--- src/design/newmark_beta_3dof_integrator_defines.svh ---
// Assertion macros for the Newmark-beta integrator.
// Used by the top level; depends on signals named clk and rst in scope.
`ifndef NEWMARK_BETA_3DOF_INTEGRATOR_DEFINES_SVH
`define NEWMARK_BETA_3DOF_INTEGRATOR_DEFINES_SVH

// Consequent must hold in the same cycle as the antecedent.
`define NMB_ASSERT_SAME(label, ante, cons, msg) \
  label: assert property (@(posedge clk) disable iff (rst) (ante) |-> (cons)) \
    else $error(msg);

// Consequent must hold in the cycle after the antecedent.
`define NMB_ASSERT_NEXT(label, ante, cons, msg) \
  label: assert property (@(posedge clk) disable iff (rst) (ante) |=> (cons)) \
    else $error(msg);

`endif

--- src/design/nmb_pkg.sv ---
// Shared types, constants, microprogram and saturating helpers for the
// Newmark-beta integrator. No dependencies.
package nmb_pkg;

  localparam int FRAC_BITS = 16;
  localparam int GAMMA_Q16 = 32768;
  localparam int BETA_Q16  = 16384;

  localparam int NUM_AXES  = 3;
  localparam int CFG_IDX_W = 3;

  localparam logic [CFG_IDX_W-1:0] REG_MASS     = 3'd0;
  localparam logic [CFG_IDX_W-1:0] REG_K_X      = 3'd1;
  localparam logic [CFG_IDX_W-1:0] REG_K_Y      = 3'd2;
  localparam logic [CFG_IDX_W-1:0] REG_K_ROT    = 3'd3;
  localparam logic [CFG_IDX_W-1:0] REG_C_X      = 3'd4;
  localparam logic [CFG_IDX_W-1:0] REG_C_Y      = 3'd5;
  localparam logic [CFG_IDX_W-1:0] REG_C_ROT    = 3'd6;
  localparam logic [CFG_IDX_W-1:0] REG_STEP     = 3'd7;

  localparam logic ACT_START = 1'b0;
  localparam logic ACT_STEP  = 1'b1;

  localparam logic [31:0] MASS_RESET = 32'd65536;
  localparam logic [31:0] STEP_RESET = 32'd655;

  localparam longint INT64_MAX = 64'sh7FFF_FFFF_FFFF_FFFF;
  localparam longint INT64_MIN = 64'sh8000_0000_0000_0000;

  // Method constants, rescaled to FRAC_BITS and derived at elaboration.
  localparam longint ONE_FX = 64'sd1 << FRAC_BITS;
  localparam longint GM     = (longint'(GAMMA_Q16) << FRAC_BITS) / 65536;
  localparam longint BT     = (longint'(BETA_Q16) << FRAC_BITS) / 65536;
  localparam longint IB     = (BT == 0) ? INT64_MAX : (ONE_FX * ONE_FX) / BT;
  localparam logic [127:0] R_WIDE = (128'(GM) * 128'(IB)) >> FRAC_BITS;
  localparam longint R_FX   = (R_WIDE > 128'(INT64_MAX)) ? INT64_MAX
                                                          : longint'(R_WIDE[63:0]);
  localparam longint A3_FX  = IB / 2 - ONE_FX;
  localparam longint A4_FX  = R_FX - ONE_FX;
  localparam longint HRM1   = R_FX / 2 - ONE_FX;

  typedef enum logic [2:0] {OP_MOV, OP_ADD, OP_SUB, OP_MUL, OP_DIV} op_t;

  typedef enum logic [4:0] {
    S_T0, S_T1, S_T2, S_T3, S_T4,
    S_A0, S_A1, S_A2, S_A5,
    S_IB, S_R, S_A3, S_A4, S_HRM1,
    S_MASS, S_DT, S_K, S_C,
    S_POS, S_VEL, S_ACC, S_FORCE, S_IPOS, S_IVEL
  } src_t;

  typedef enum logic [3:0] {
    D_T0, D_T1, D_T2, D_T3, D_T4,
    D_A0, D_A1, D_A2, D_A5,
    D_POS, D_VEL, D_ACC
  } dst_t;

  typedef struct packed {
    op_t  op;
    src_t a;
    src_t b;
    dst_t d;
    logic sat;
    logic last;
  } instr_t;

  typedef struct packed {
    logic       load;
    logic       advance;
    logic       issue;
    instr_t     instr;
    logic [1:0] axis;
    logic       publish;
  } cmd_t;

  typedef struct packed {
    logic done;
  } status_t;

  localparam int PROG_LEN   = 43;
  localparam int PC_W       = $clog2(PROG_LEN);
  localparam int STEP_AXIS  = 4;
  localparam int START_AXIS = 36;

  localparam instr_t PROG [PROG_LEN] = '{
    // step coefficients
    '{OP_DIV, S_IB,    S_DT,   D_A2,  1'b0, 1'b0},
    '{OP_DIV, S_A2,    S_DT,   D_A0,  1'b0, 1'b0},
    '{OP_DIV, S_R,     S_DT,   D_A1,  1'b0, 1'b0},
    '{OP_MUL, S_DT,    S_HRM1, D_A5,  1'b0, 1'b0},
    // step, per axis
    '{OP_MUL, S_A0,    S_POS,  D_T0,  1'b0, 1'b0},
    '{OP_MUL, S_A2,    S_VEL,  D_T1,  1'b0, 1'b0},
    '{OP_ADD, S_T0,    S_T1,   D_T0,  1'b0, 1'b0},
    '{OP_MUL, S_A3,    S_ACC,  D_T1,  1'b0, 1'b0},
    '{OP_ADD, S_T0,    S_T1,   D_T0,  1'b0, 1'b0},
    '{OP_MUL, S_A1,    S_POS,  D_T1,  1'b0, 1'b0},
    '{OP_MUL, S_A4,    S_VEL,  D_T2,  1'b0, 1'b0},
    '{OP_ADD, S_T1,    S_T2,   D_T1,  1'b0, 1'b0},
    '{OP_MUL, S_A5,    S_ACC,  D_T2,  1'b0, 1'b0},
    '{OP_ADD, S_T1,    S_T2,   D_T1,  1'b0, 1'b0},
    '{OP_MUL, S_MASS,  S_T0,   D_T0,  1'b0, 1'b0},
    '{OP_ADD, S_FORCE, S_T0,   D_T0,  1'b0, 1'b0},
    '{OP_MUL, S_C,     S_T1,   D_T1,  1'b0, 1'b0},
    '{OP_ADD, S_T0,    S_T1,   D_T0,  1'b0, 1'b0},
    '{OP_MUL, S_MASS,  S_A0,   D_T1,  1'b0, 1'b0},
    '{OP_ADD, S_T1,    S_K,    D_T1,  1'b0, 1'b0},
    '{OP_MUL, S_C,     S_A1,   D_T2,  1'b0, 1'b0},
    '{OP_ADD, S_T1,    S_T2,   D_T1,  1'b0, 1'b0},
    '{OP_DIV, S_T0,    S_T1,   D_T3,  1'b1, 1'b0},
    '{OP_SUB, S_T3,    S_POS,  D_T0,  1'b0, 1'b0},
    '{OP_MUL, S_A1,    S_T0,   D_T0,  1'b0, 1'b0},
    '{OP_MUL, S_A4,    S_VEL,  D_T1,  1'b0, 1'b0},
    '{OP_SUB, S_T0,    S_T1,   D_T0,  1'b0, 1'b0},
    '{OP_MUL, S_A5,    S_ACC,  D_T1,  1'b0, 1'b0},
    '{OP_SUB, S_T0,    S_T1,   D_T4,  1'b1, 1'b0},
    '{OP_MOV, S_T3,    S_T3,   D_POS, 1'b1, 1'b0},
    '{OP_MOV, S_T4,    S_T4,   D_VEL, 1'b1, 1'b0},
    '{OP_MUL, S_K,     S_POS,  D_T0,  1'b0, 1'b0},
    '{OP_SUB, S_FORCE, S_T0,   D_T0,  1'b0, 1'b0},
    '{OP_MUL, S_C,     S_VEL,  D_T1,  1'b0, 1'b0},
    '{OP_SUB, S_T0,    S_T1,   D_T0,  1'b0, 1'b0},
    '{OP_DIV, S_T0,    S_MASS, D_ACC, 1'b1, 1'b1},
    // start, per axis
    '{OP_MOV, S_IPOS,  S_IPOS, D_POS, 1'b1, 1'b0},
    '{OP_MOV, S_IVEL,  S_IVEL, D_VEL, 1'b1, 1'b0},
    '{OP_MUL, S_K,     S_POS,  D_T0,  1'b0, 1'b0},
    '{OP_SUB, S_FORCE, S_T0,   D_T0,  1'b0, 1'b0},
    '{OP_MUL, S_C,     S_VEL,  D_T1,  1'b0, 1'b0},
    '{OP_SUB, S_T0,    S_T1,   D_T0,  1'b0, 1'b0},
    '{OP_DIV, S_T0,    S_MASS, D_ACC, 1'b1, 1'b1}
  };

  function automatic logic signed [63:0] sat_add(input logic signed [63:0] a,
                                                 input logic signed [63:0] b);
    logic [64:0] s;
    s = {a[63], a} + {b[63], b};
    if (s[64] != s[63]) return s[64] ? INT64_MIN : INT64_MAX;
    return s[63:0];
  endfunction

  function automatic logic signed [63:0] sat_sub(input logic signed [63:0] a,
                                                 input logic signed [63:0] b);
    logic [64:0] s;
    s = {a[63], a} - {b[63], b};
    if (s[64] != s[63]) return s[64] ? INT64_MIN : INT64_MAX;
    return s[63:0];
  endfunction

  function automatic logic signed [31:0] sat32(input logic signed [63:0] a);
    if (a > 64'sd2147483647) return 32'sh7FFF_FFFF;
    if (a < -64'sd2147483648) return 32'sh8000_0000;
    return a[31:0];
  endfunction

endpackage

--- src/design/nmb_ctrl.sv ---
// Controller: input/output handshake and the microprogram sequencer that
// walks nmb_pkg::PROG once for coefficients (step items only) and once per axis. Uses nmb_pkg.
module nmb_ctrl (
  input  logic             clk,
  input  logic             rst,
  input  logic             in_valid,
  output logic             in_ready,
  input  logic             action,
  output logic             out_valid,
  input  logic             out_ready,
  output nmb_pkg::cmd_t    cmd,
  input  nmb_pkg::status_t status
);

  typedef enum logic [1:0] {S_IDLE, S_ISSUE, S_WAIT, S_FINISH} state_t;

  state_t                     state;
  logic [nmb_pkg::PC_W-1:0]   pc, loop_pc;
  logic [1:0]                 axis;
  logic                       accept;
  nmb_pkg::instr_t            instr;

  always_comb begin
    in_ready     = (state == S_IDLE);
    accept       = in_valid && in_ready;
    instr        = nmb_pkg::PROG[pc];
    cmd.load     = accept;
    cmd.advance  = (action == nmb_pkg::ACT_STEP);
    cmd.issue    = (state == S_ISSUE);
    cmd.instr    = instr;
    cmd.axis     = axis;
    cmd.publish  = (state == S_FINISH) && (!out_valid || out_ready);
  end

  always_ff @(posedge clk) begin
    if (rst) begin
      state     <= S_IDLE;
      pc        <= '0;
      loop_pc   <= '0;
      axis      <= '0;
      out_valid <= 1'b0;
    end else begin
      if (cmd.publish) out_valid <= 1'b1;
      else if (out_valid && out_ready) out_valid <= 1'b0;
      unique case (state)
        S_IDLE: begin
          if (accept) begin
            axis  <= '0;
            state <= S_ISSUE;
            if (action == nmb_pkg::ACT_STEP) begin
              pc      <= '0;
              loop_pc <= nmb_pkg::PC_W'(nmb_pkg::STEP_AXIS);
            end else begin
              pc      <= nmb_pkg::PC_W'(nmb_pkg::START_AXIS);
              loop_pc <= nmb_pkg::PC_W'(nmb_pkg::START_AXIS);
            end
          end
        end
        S_ISSUE: state <= S_WAIT;
        S_WAIT: begin
          if (status.done) begin
            if (instr.last && axis == 2'(nmb_pkg::NUM_AXES - 1)) begin
              state <= S_FINISH;
            end else if (instr.last) begin
              axis  <= axis + 2'd1;
              pc    <= loop_pc;
              state <= S_ISSUE;
            end else begin
              pc    <= pc + nmb_pkg::PC_W'(1);
              state <= S_ISSUE;
            end
          end
        end
        S_FINISH: if (cmd.publish) state <= S_IDLE;
        default: state <= S_IDLE;
      endcase
    end
  end

endmodule
--- config.mk ---
export PLATFORM = sky130hd
export DESIGN_NAME = nmb_ctrl
export DESIGN_NICKNAME = d
export VERILOG_FILES = /design/src/design/newmark_beta_3dof_integrator_defines.svh /design/src/design/nmb_pkg.sv /design/src/design/nmb_ctrl.sv
export SDC_FILE = /design/constraint.sdc
export NUM_CORES = 1
export LEC_CHECK = 0
export CORE_UTILIZATION = 45
export CTS_BUF_LIST = sky130_fd_sc_hd__clkbuf_4
export CTS_CLUSTER_SIZE = 24
export DETAILED_ROUTE_END_ITERATION = 7
export DONT_BUFFER_PORTS = 1
export GPL_ROUTABILITY_DRIVEN = 0
export PLACE_DENSITY = 0.6
export SYNTH_ARGS = -nofsm -noshare
export SYNTH_HDL_FRONTEND = slang
export SYNTH_SLANG_ARGS = --single-unit
--- constraint.sdc ---
create_clock -name clk -period 3.5 [get_ports clk]
set_clock_uncertainty 0.15 [all_clocks]
set_input_delay 0.525 -clock clk [delete_from_list [all_inputs] [get_ports clk]]
set_output_delay 0.525 -clock clk [all_outputs]
set_load 0.005 [all_outputs]
==> results of run 1 <==
## per-layer routing
layer,global-route usage (%),vias up,wire length (um)
met2,41.20,65,2424
met1,33.33,898,2314
li1,-,943,-
met3,2.586,5,321
met5,0,-,0
met4,6.383,0,48
## cell usage after synthesis, types with 5 or more instances
cell type and count:
nor2_1 30, nor2b_1 10, nand2_1 18, a211oi_1 6, o31ai_1 7, nand3_1 5, inv_1 6, buf_2 8
clkbuf_1 12, ha_1 13, nand2b_1 5, mux2i_1 8, dfxtp_1 13, o21ai_0 22, a21oi_1 19
## power groups by stage
| stage | combinational, mW | clock (mW) | sequential, mW |
|---|---|---|---|
| 5_1_grt | 0.207 | 0.110 | 0.170 |
| 3_3_place_gp | 0.184 | 0 | 0.171 |
| 6_report | 0.185 | 0.102 | 0.168 |
| 3_5_place_dp | 0.183 | 0 | 0.171 |
| 2_1_floorplan | 0.156 | 0 | 0.164 |
| 4_1_cts | 0.184 | 0.104 | 0.168 |
## final timing paths
path / endpoint / slack, ns / depth (start not counted)
worst max-delay path: cmd[20] / 0.55 / 4
worst min-delay path: loop_pc[5] / 0.15 / 1
worst max register to register: pc[0] / 1.02 / 6
worst min register to register: loop_pc[2] / 0.34 / 2
## state kept, by name, indices dropped and copies added (netlist names)
signal and flops:
out_valid 1, loop_pc 2, state 2, pc 6
axis 2
## placed cells by master, fill, tap and decap left out, types with 2 or more instances in the layout
cell type,instances
a311oi_1,3
nor2b_1,10
o211ai_1,4
clkinv_1,4
a2111oi_0,3
o31ai_1,7
inv_1,6
o21ai_0,22
o31a_1,3
and3_1,2
mux2i_1,8
mux2_2,2
a31oi_1,3
o311ai_0,2
a211oi_1,6
a21oi_1,19
or3_1,4
ha_1,13
a221o_1,2
nand3_1,5
clkbuf_4,4
nor2_1,30
nand2b_1,5
a221oi_1,4
buf_4,9
a211o_1,3
nor4_1,2
nor3b_1,3
dfxtp_1,13
nand2_1,18
a21o_1,3
o221ai_1,2
nor3_1,4
## area by class of cell
| cell class | instances | area, sq um | area share, % |
|---|---|---|---|
| Clock buffer | 4 | 30.03 | 1.609 |
| Inverter | 10 | 37.54 | 2.011 |
| Multi-Input combinational cell | 211 | 1411 | 75.60 |
| Sequential cell | 13 | 260.3 | 13.94 |
| Tap cell | 48 | 60.06 | 3.217 |
| Timing Repair Buffer | 9 | 67.56 | 3.619 |
## worst reg2reg max path, cell delays in order (launching register included)
cell and delay, ns:
dfxtp_1 0.54, ha_1 0.45, ha_1 0.29, mux2i_1 0.10, or4_4 0.54, o21ai_2 0.22, nor2_1 0.07
## cells by family after synthesis
group                      after synthesis
AOI/OAI and AO/OA                       96
xor gates and xnor gates                 1
adders and majority gates               13
buffers and inverters                   38
DFF                                     13
muxes                                   12
and+or+nand+nor                         89
## stage by stage
| step | util, % | instances | cell area, sq um |
|---|---|---|---|
| global route | 49.14 | 295 | 1867 |
| CTS | 49.14 | 295 | 1867 |
| global placement | 48.35 | 291 | 1837 |
| finish | 49.14 | 295 | 1867 |
| floorplan | - | 262 | 1839 |
| detailed placement | 48.35 | 291 | 1837 |
==> metrics.md, run 1 <==
| Metric | Value |
|---|---|
| Number of DRC markers in iteration 0 | `about 210` |
| Cell Int Power | `approximately 0.28 mW` |
| Final WL | `5107 um` |
| Synth Area in XOR/XNOR | `less than 1%` |
| Syn avg cell area | `7.020 sq um` |
| Ys Warns | `0` |
| Syn Inst Count | `262` |
| Worst path max stage delay | `0.56 ns` |
| Vias post-DR | `1911` |
| DP HPWL | `3560 um` |
| Port-buffer cells | `0` |
| Crit path cell chain | `inv_1, ha_1, a2111oi_0, a221o_1` |
| Register area share after synthesis | `14.15%` |
| Clk sink count | `13` |
| Buffers & Inverters on Critical Path | `1` |
| Pre-antenna DRT Iters | `4` |
| Post-synth EDFFs | `0` |
| Largest net degree at the start of global routing | `48` |
| Max-cap viol count | `0` |
| Antenna violations before repair | `0` |
| Yosys top cell by area | `dfxtp_1` |
| Nets | `267` |
| Die Y | `about 66 um` |
| Sw power | `0.1746 mW` |
| Worst setup path startpoint | `pc[1]` |
| Fillcell total | `around 420` |
| Synth top area share | `14.15%` |
| Core box area | `0.003799 sq mm` |
| DR WL/cell | `17.31 um` |
| Adder-Cell Fraction of Synth Area | `under 10%` |
| Crit path time final | `about 3.0 ns` |
| Initial Utilization | `48.42%` |
| Crit path launch type | `flop` |
| TNS Setup | `0 ns` |
| Final period utilization | `84.34%` |
| Combinational power share | `40.6%` |
| Worst slack at placement | `0.8718 ns` |
| Post-CTS Resized | `0` |
| Pleak | `around 0.65 nW` |
| Seq cells post-synth | `13` |
| Synth unique cells | `54` |
| Worst EP required | `approximately 2.8 ns` |
| Area Overhead vs Synth | `1.497%` |
| Worst reg2reg startpoint | `pc[1]` |
| Final Hold Viols | `0` |
| Highest clock rate | `0.3388 GHz` |
| Max-slew violation count | `0` |
| Clk network pwr share | `~22%` |
| CP max FO | `12` |
| Final setup violating endpoints | `0` |
| First-pass GRT wire length | `~8400 um` |
| Worst skew pair latency | `0.28 ns` |
| Setup bufs post-CTS | `0` |
| FFs w/ async S/R, synth | `0%` |
| Drc violations | `0` |
| Vias per cell | `6.478` |
| Clk buf depth | `2` |
| Path type of the worst setup path | `reg2out` |
| Delay-heaviest family, CP | `compound AO/OA/AOI/OAI gates` |
| Most used DFF post-synth | `dfxtp_1` |
| Syn Std Cell Area | `0.001839 sq mm` |
| Hold buffer count at CTS | `0` |
| Worst-path clk slew | `0.08 ns` |
| Worst hold slack | `0.1520 ns` |
| Ant diodes | `0` |
| Main combinational cell family by area after synthesis | `compound AO/OA/AOI/OAI gates` |
| Final Total Pwr | `roughly 0.45 mW` |
| CTS buffer count | `3` |
| GRT Total Usage | `24.64%` |
| Critical path endpoint category | `output pin` |
| Syn Nets | `281` |
| Crit path DAT | `between 2 and 2.5 ns` |
| Seq pwr share | `a little under two fifths` |
| Ports | `33` |
| Slowest stage cell, crit path | `a2111oi_0` |
| Total gr overflow | `0` |
| Mux share of post-synthesis cell area | `between 7 and 8%` |
| Post-route ant nets | `0` |
| RSZ-0062 raised after global routing | `no` |
| Synth Area in Simple Gates | `24.15%` |
| Die Wd | `about 66 um` |
| Outcome | `complete, no violations` |
| Vias in the first global route | `about 1700` |
| Sw Share | `38.40%` |
| PwrDens | `243.6 mW/mm^2` |
| Synth area leaders | `dfxtp_1, ha_1, nor2_1` |
| FP Rows | `22` |
| Worst hold path type | `in2reg` |
| CTS tree | `done` |
| Hold Crit Start | `rst` |
| Layout cells sized above 1 | `8.907%` |
| Slew @ Worst Pin | `0.7497 ns` |
| Synth Area in Compound Gates | `a little over a third` |
| Maximum level of the CTS H-tree | `1` |
| Clock root buffer | `clkbuf_4` |
| Peak supply drop | `around 0.00014 V` |
| Final Worst Setup Slack | `0.5480 ns` |
| Worst slew margin | `49.91%` |
| Die ar. | `0.004347 sq mm` |
(Power assumes the default switching activity.)
==> run 2: changes to the inputs <==
clock period = 2.97 ns   (was 3.5 ns; I/O delays follow)
==> run 2 against run 1 <==
  * Sequential share of layout area decreased by 0.37 points
  * Sequential power is 15% higher
  * Via count rose by 3.0%
  * Combinational power grew 25%
  * Clock-buffer cell count stayed put
  * Routed wire length increased by 0.76%
  * Sequential cell count stayed put
  * Critical path type unchanged
==> metrics.md, run 2 (synthesized netlist as in run 1, its figures left out) <==
| Metric | Value |
|---|---|
| Slew @ Worst Pin | `0.5335 ns (-0.2161 ns)` |
| Hold buffer count at CTS | `0 (unchanged)` |
| Worst reg2reg startpoint | `pc[0]` |
| Port-buffer cells | `0 (unchanged)` |
| R2R Setup Slk | `0.53 ns (-0.49 ns)` |
| Drc violations | `0 (unchanged)` |
| Sw power | `0.2067 mW (+18%)` |
| Vias in the first global route | `1716 (+1.4%)` |
| CTS tree | `done` |
| Nets | `273 (+2.2%)` |
| Final Hold Viols | `0 (unchanged)` |
| FP Rows | `22 (unchanged)` |
| Max-cap viol count | `0 (unchanged)` |
| Ant diodes | `0 (unchanged)` |
| Clock root buffer | `clkbuf_4` |
| Hold path endpoint | `state[0]` |
| Pleak | `0.6884 nW (+5.3%)` |
| R2R depth | `7 (+1)` |
| Core box area | `0.003799 sq mm (unchanged)` |
| Hold Crit Start | `rst` |
| Pre-antenna DRT Iters | `4 (unchanged)` |
| Worst slack at placement | `0.5050 ns (-0.3669 ns)` |
| Die Y | `65.93 um (unchanged)` |
| Ports | `33 (unchanged)` |
| Outcome | `complete, no violations` |
| Clk buf depth | `2 (unchanged)` |
| CP max FO | `8 (-4)` |
| Worst EP required | `2.37 ns (-0.45 ns)` |
| Maximum level of the CTS H-tree | `1 (unchanged)` |
| Worst hold path type | `in2reg` |
| Most common cell after layout, fill and taps aside | `nor2_1` |
| Worst-path clk slew | `0.08 ns (about the same)` |
| TNS Setup | `0 ns (unchanged)` |
| Antenna violations before repair | `0 (unchanged)` |
| Largest net degree at the start of global routing | `37 (-23%)` |
| Final setup violating endpoints | `0 (unchanged)` |
| Peak supply drop | `0.0002726 V (+89%)` |
| Setup bufs post-CTS | `0 (unchanged)` |
| Vias post-DR | `1969 (+3.0%)` |
| Initial Utilization | `48.42% (unchanged)` |
| Final WL | `5146 um (+0.76%)` |
| Post-route ant nets | `0 (unchanged)` |
| Sw Share | `38.00% (-0.40 points)` |
| DR WL/cell | `17.10 um (-1.2%)` |
| Area Overhead vs Synth | `4.762%` |
| GRT Total Usage | `25.07% (+0.43 points)` |
| PwrDens | `282.3 mW/mm^2 (+16%)` |
| Seq pwr share | `35.4% (-1.6 points)` |
| Commonest non-fill, non-tap cells in the layout | `nor2_1, o21ai_0, a21oi_1` |
| Die Wd | `65.93 um (unchanged)` |
| Worst slew margin | `64.28% (+14 points)` |
| Combinational power share | `42.7% (+2.1 points)` |
| Highest clock rate | `0.3618 GHz` |
| DP HPWL | `3675 um (+3.2%)` |
| Worst skew pair latency | `0.28 ns (about the same)` |
| Most flop-heavy register | `pc` |
| Placed cell areas | `0.001894 sq mm (+3.1%)` |
| Clk network pwr share | `21.9% (-0.5 points)` |
| CTS buffer count | `3 (unchanged)` |
| Core Util, Final | `50.72% (+1.6 points)` |
| Clk sink count | `13 (unchanged)` |
| Die ar. | `0.004347 sq mm (unchanged)` |
| Final period utilization | `93.05%` |
| Vias per cell | `6.542 (+0.98%)` |
| Crit path launch type | `flop` |
| Critical path endpoint category | `output pin` |
| Capturing point of the worst reg2reg path | `pc[3]` |
| RSZ-0062 raised after global routing | `no` |
| Path type of the worst setup path | `reg2out` |
| Number of DRC markers in iteration 0 | `342 (+64%)` |
| Final Cell Area | `0.001927 sq mm (+3.2%)` |
| Final Worst Setup Slack | `0.2064 ns (-0.3416 ns)` |
| Total gr overflow | `0 (unchanged)` |
| Post-CTS Resized | `0 (unchanged)` |
| Crit path time final | `2.764 ns` |
| Max-slew violation count | `0 (unchanged)` |
| Worst hold slack | `0.07715 ns (-0.07481 ns)` |
| Max FFs per register | `6 (unchanged)` |
| Crit path DAT | `2.17 ns (-0.11 ns)` |
| First-pass GRT wire length | `8452 um (+0.57%)` |
| Layout cells sized above 1 | `11.46% (+2.6 points)` |
| Cell Int Power | `0.3373 mW (+20%)` |
| Cells on Worst Hold Path | `1 (unchanged)` |
run 2: changes by cell type in the layout (fill, tap and decap cells not counted):
cell	delta
dfxtp_2	+1
buf_4	+5
a2111oi_1	+1
buf_12	+1
a2111oi_0	-1
dfxtp_1	-1
run 2: cell type report:
| type | instances | area [sq um] |
|---|---|---|
| fillers | 402 | 1872 |
| multi-input cells | 211 | 1413 |
| flip-flops and latches | 13 | 261.5 |
| repair buffers | 15 | 125.1 |
| well taps | 48 | 60.06 |
| inverters | 10 | 37.54 |
| clock buffers | 4 | 30.03 |
run 2: stage by stage:
step / power (mW) / cells
2_1_floorplan: 0.3767 / 262
3_3_place_gp: 0.4269 / 297
3_5_place_dp: 0.4257 / 297
4_1_cts: 0.5462 / 301
5_1_grt: 0.5855 / 301
6_report: 0.5440 / 301
run 2: worst max-delay path by stage:
stage	from	end	slack [ns]	cells past startpoint
floorplan	pc[0]	cmd[15]	0.49	7
global placement	pc[3]	cmd[17]	0.49	6
detailed placement	pc[3]	cmd[17]	0.50	6
CTS	pc[3]	cmd[17]	0.19	6
global route	pc[0]	cmd[9]	0.004	7
finish	pc[0]	cmd[5]	0.21	7
run 2: per-layer routing:
| layer | vias up | GRT usage (%) | wire length [um] |
|---|---|---|---|
| met5 | - | 0 | 0 |
| met4 | 0 | 10.11 | 144 |
| met3 | 15 | 3.103 | 307 |
| met2 | 76 | 39.54 | 2428 |
| met1 | 927 | 34.16 | 2266 |
| li1 | 951 | - | - |
run 2: power groups by stage:
| stage | Combinational (mW) | Clock [mW] | Sequential [mW] |
|---|---|---|---|
| floorplan | 0.184 | 0 | 0.193 |
| global placement | 0.231 | 0 | 0.196 |
| detailed placement | 0.229 | 0 | 0.197 |
| CTS | 0.230 | 0.123 | 0.193 |
| global route | 0.257 | 0.134 | 0.194 |
| finish | 0.232 | 0.119 | 0.193 |
run 2: critical path, cell delays in order, from the launching register on:
cell	delay (ns)
dfxtp_1	0.33
clkinv_1	0.14
buf_4	0.20
ha_1	0.47
inv_1	0.15
o211ai_1	0.21
o221ai_1	0.14
a32oi_1	0.25
